[src/rtl/core/assert_macros.svh]
// assertion macros for the rtl files
`ifndef ASSERT_MACROS_SVH
`define ASSERT_MACROS_SVH

// concurrent check on an explicit clock and active-low reset
`define ASSERT_CLKRST(label, clk, rstn, prop, msg) \
  label: assert property (@(posedge clk) disable iff (!(rstn)) (prop)) else $error(msg);

// concurrent check on the default clock and reset names
`define ASSERT_DEFAULT(label, prop, msg) \
  `ASSERT_CLKRST(label, clk_i, rst_ni, prop, msg)

`endif

[src/rtl/core/brf_pkg.sv]
// types, constants and codes for the byte ring fifo
`timescale 1ns / 1ps

package brf_pkg;

  // store depth must be a power of two and a multiple of the bank count
  localparam int StoreDepth = 1024;
  localparam int NumBanks   = 4;
  localparam int MaxAccess  = 4;
  localparam int PtrW       = $clog2(StoreDepth);
  localparam int BankSelW   = $clog2(NumBanks);
  localparam int RowW       = PtrW - BankSelW;
  localparam int BankRows   = StoreDepth / NumBanks;
  localparam int CntW       = 10;
  localparam int DataW      = 32;
  localparam int CmpW       = ((PtrW > CntW) ? PtrW : CntW) + 1;
  localparam int LaneCntW   = $clog2(MaxAccess + 1);

  typedef enum logic [2:0] {
    ActWrite    = 3'd0,
    ActRead     = 3'd1,
    ActCommit   = 3'd2,
    ActRollback = 3'd3,
    ActSkip     = 3'd4,
    ActClear    = 3'd5
  } action_e;

  typedef enum logic [1:0] {
    StOk       = 2'd0,
    StNoSpace  = 2'd1,
    StNoData   = 2'd2,
    StBadCount = 2'd3
  } status_e;

  typedef struct packed {
    action_e          action;
    logic [DataW-1:0] write_data;
    logic [CntW-1:0]  count;
  } req_t;

  typedef struct packed {
    logic [DataW-1:0] read_data;
    status_e          status;
    logic [CntW-1:0]  readable_count;
    logic [CntW-1:0]  writeable_count;
  } rsp_t;

  // write port and read address of one bank
  typedef struct packed {
    logic            we;
    logic [RowW-1:0] waddr;
    logic [7:0]      wdata;
    logic [RowW-1:0] raddr;
  } bank_ctl_t;

endpackage

[src/rtl/core/brf_bank.sv]
// one byte-wide bank of the ring store, one write and one registered read port
`timescale 1ns / 1ps

module brf_bank import brf_pkg::*; (
  input  logic      clk_i,
  input  bank_ctl_t ctl_i,
  output logic [7:0] rdata_o
);

  logic [7:0] mem [BankRows];
  logic [7:0] rdata_q;

  always_ff @(posedge clk_i) begin
    if (ctl_i.we) begin
      mem[ctl_i.waddr] <= ctl_i.wdata;
    end
    rdata_q <= mem[ctl_i.raddr];
  end

  assign rdata_o = rdata_q;

endmodule

[config.mk]
export PLATFORM = sky130hd
export DESIGN_NAME = brf_bank
export DESIGN_NICKNAME = d
export VERILOG_FILES = /design/src/rtl/core/assert_macros.svh /design/src/rtl/core/brf_pkg.sv /design/src/rtl/core/brf_bank.sv
export SDC_FILE = /design/constraint.sdc
export NUM_CORES = 2
export LEC_CHECK = 0
export BUFFER_PORTS_ARGS = -buffer_cell sky130_fd_sc_hd__buf_2
export CAP_MARGIN = 20
export CORE_AREA = 2 2 415 417
export CTS_CLUSTER_SIZE = 14
export DETAILED_ROUTE_END_ITERATION = 10
export DIE_AREA = 0 0 417 419
export SETUP_SLACK_MARGIN = 0.02
export SLEW_MARGIN = 40
export SYNTH_ARGS = -nofsm -noshare
export SYNTH_HDL_FRONTEND = slang
export SYNTH_SLANG_ARGS = --single-unit
[constraint.sdc]
create_clock -name clk_i -period 2.5 [get_ports clk_i]
set_input_delay 0.25 -clock clk_i [delete_from_list [all_inputs] [get_ports clk_i]]
set_output_delay 0.25 -clock clk_i [all_outputs]
set_load 0.005 [all_outputs]
==> results.sh <==
export IMPL_outcome="complete, no violations"
export IMPL_path_clk_slew_ns=0.06
export IMPL_pwr_share_comb_pct=5.7
export IMPL_cap_viol_max_count=0
export IMPL_ant_nets=0
export IMPL_crit_buf_inv=4
export IMPL_async_reset_ff_share_pct=0
export IMPL_clkLatencyLatePin_ns=0.84
export IMPL_worst_ir_drop_vdd_mv=0.636
export IMPL_pre_cts_ws_ns=-0.938
export IMPL_final_max_slew_viol_count=0
export IMPL_grt_max_degree=103
export IMPL_end_kind="register"
export IMPL_syn_inst=3733
export IMPL_initial_core_util_pct=46.6
export IMPL_layout_setup_ws_ns=0.0745
export IMPL_clockBufferDepth=3
export IMPL_drt_iter0_drc=4945
export IMPL_die_area_um2=175000
export IMPL_placed_area_um2=87400
export IMPL_required_ns=3.22
export IMPL_drc=0
export IMPL_grt_pass1_vias=40851
export IMPL_maxSlewHeadroom_pct=42.0
export IMPL_crit_top_cell="buf_12"
export IMPL_synth_top_area_share_pct=77.3
export IMPL_cts_max_level=4
export IMPL_antenna_found_initial=10
export IMPL_instances_no_fill=6841
export IMPL_critPathTopFamily="buffers and inverters"
export IMPL_dieHeight_um=419
export IMPL_ys_flop_type="edfxtp_1"
export IMPL_switchingPower_mw=15.2
export IMPL_holdWs_ns=0.119
export IMPL_design_area_um2=93800
export IMPL_power_sequential_fraction_pct=53.6
export IMPL_power_share_switching_pct=21.4
export IMPL_grt_pass1_wl_um=292000
export IMPL_internal_power_mw=55.8
export IMPL_yosysWarnings=0
export IMPL_synth_cell_types=55
export IMPL_slowest_delay_ns=0.61
export IMPL_synth_seq_cells=2056
export IMPL_cts_inserted_buffers=203
export IMPL_root_buffer="clkbuf_16"
export IMPL_fin_crit_ns=2.43
export IMPL_fp_dieW_um=417
export IMPL_grt_total_usage_pct=23.4
export IMPL_crit_slowest_cell="nor4_1"
export IMPL_finalClockSkew_ns=0.0375
export IMPL_dp_hpwl_um=132000
export IMPL_wl_um=202000
export IMPL_tightest_slew_ns=0.870
export IMPL_drive_above_1_share_pct=32.4
export IMPL_final_cell_mix="edfxtp_1 (2048), buf_4 (624), mux4_2 (454)"
export IMPL_routabilityCongestion=0.866
export IMPL_dp_cells=6461
export IMPL_hold_path_class="input pin to register"
export IMPL_firstDrtPassIters=5
export IMPL_finalHoldViolations=0
export IMPL_dr_total_vias=40601
export IMPL_path_max_fanout=34
export IMPL_fin_nets=4467
export IMPL_clock_sinks=2056
export IMPL_final_common_cell="edfxtp_1"
export IMPL_row_count=152
export IMPL_viasPerCell=5.93
export IMPL_max_freq_ghz=0.412
export IMPL_p_leak_nw=30.4
export IMPL_port_buffers=33
export IMPL_cp_cell_sequence="buf_8 -> buf_12 -> buf_12 -> mux4_2 -> a22oi_1 -> a21oi_1 -> nor4_1 -> buf_4 -> nor4_2"
export IMPL_core_area_um2=171000
export IMPL_powerDensity_nw_per_um2=757
export IMPL_fill_cells=12820
export IMPL_avgSynthCellArea_um2=21.3
export IMPL_yosys_area_top_type="edfxtp_1"
export IMPL_wire_per_inst_um=29.5
export IMPL_cts_tree="done"
export IMPL_synth_area_leaders="edfxtp_1 (77%), mux4_2 (13%), mux2i_1 (1.7%), nor2_1 (1.3%), a22oi_1 (1.3%)"
export IMPL_path_class="input pin to register"
export IMPL_start_kind="input pin"
export IMPL_rsz0062_at_grt="no"
export IMPL_syn_to_final_growth_pct=17.9
export IMPL_power_frac_clock_pct=40.7
export IMPL_synth_cell_area_um2=79600
export IMPL_ys_seq_area_share_pct=77.5
export IMPL_setup_tns_final_ns=0
export IMPL_cp_arrival_ns=3.14
export IMPL_synth_edf_count=2048
export IMPL_syn_nets=3759
export IMPL_setup_viol=0
export IMPL_pin_count=34
export IMPL_gr_total_overflow=0
export IMPL_fin_crit_sh_pct=97.0
## synthesized netlist by cell type (all sizes together), types with 2 or more instances
cell type / instances
edfxtp: 2048
mux4: 456
nor2: 282
mux2i: 134
a22oi: 133
buf: 122
clkbuf: 111
a21oi: 96
o221ai: 47
nand3: 34
nand2: 33
nor2b: 31
o22ai: 28
nor4: 27
nor3: 22
a211oi: 16
a221oi: 14
o21ai: 12
nand4: 10
o211ai: 10
a22o: 8
dfxtp: 8
nand2b: 8
and2: 6
a2111oi: 5
o22a: 5
o32ai: 5
or2: 4
a311oi: 2
a31oi: 2
and3b: 2
nand3b: 2
## metrics by stage
stage | util (%) | total power [mW]
floorplan | - | 40.6
global placement | 51.2 | 42.7
detailed placement | 51.2 | 42.8
CTS | 55.0 | 71.5
global route | 55.0 | 73.1
finish | 55.0 | 71.0
## metal layers
metal	part of all wire, %	up-vias	GRT usage [%]
met2	48	1603	37.0
met3	7.8	268	4.57
met5	0.0069	-	0
li1	-	17107	-
met1	42	21621	33.5
met4	2.5	2	6.27
## final timing paths
path | start | endpoint | slack (ns) | cells past startpoint
worst min register to register | mem[78][2] | rdata_o[2] | 1.09 | 5
worst min-delay path | ctl_i[18] | mem[76][1] | 0.12 | 3
worst max register to register | mem[139][2] | rdata_o[2] | 0.10 | 8
worst max-delay path | ctl_i[0] | rdata_o[2] | 0.07 | 9
## worst reg2reg max path: stages (launching register included)
cell,delay [ns]
edfxtp_1,0.36
mux4_2,0.50
mux4_2,0.53
nor2_1,0.17
a2111oi_2,0.09
buf_4,0.16
nor3_1,0.24
buf_4,0.22
nor4_2,0.05
## power groups by stage
stage                     registers, mW  clock network (mW)  logic [mW]
after floorplan                    38.8                   0        1.85
after global placement             38.8                   0        3.95
after detailed placement           38.8                   0        4.01
after CTS                          38.1                29.4        4.04
after global routing               38.0                30.8        4.24
final                              38.1                28.9        4.02
## state kept, by name (all words and copies together) (netlist names)
register,flops
mem,2048
rdata_o,8
## cell type report
type | instances | area [um^2] | area share [%]
multi-input cells | 1442 | 16600 | 17.7
inverters | 2 | 7.51 | 0.00800
clock buffers | 249 | 5360 | 5.71
flip-flops and latches | 2056 | 61700 | 65.7
repair buffers | 736 | 6480 | 6.91
clock inverters | 122 | 923 | 0.984
well taps | 2233 | 2790 | 2.98
diodes | 1 | 2.50 | 0.00267
## cell families after synthesis
family | after synthesis | synth area share [%]
flops | 2056 | 77.5
mux | 591 | 14.6
simple gates | 466 | 2.63
compound gates | 385 | 3.42
buf+inv | 235 | 1.83
## what timing repair did
action / in CTS / in global routing
endpoints found under the hold margin: 407 / 0
buffers inserted: 0 / 0
endpoints found under the setup margin: 6 / 3
gates resized for setup: 8 / 4
pin swaps: 0 / 1
hold buffers: 8 / 0
Power figures use the tool's default switching activity.
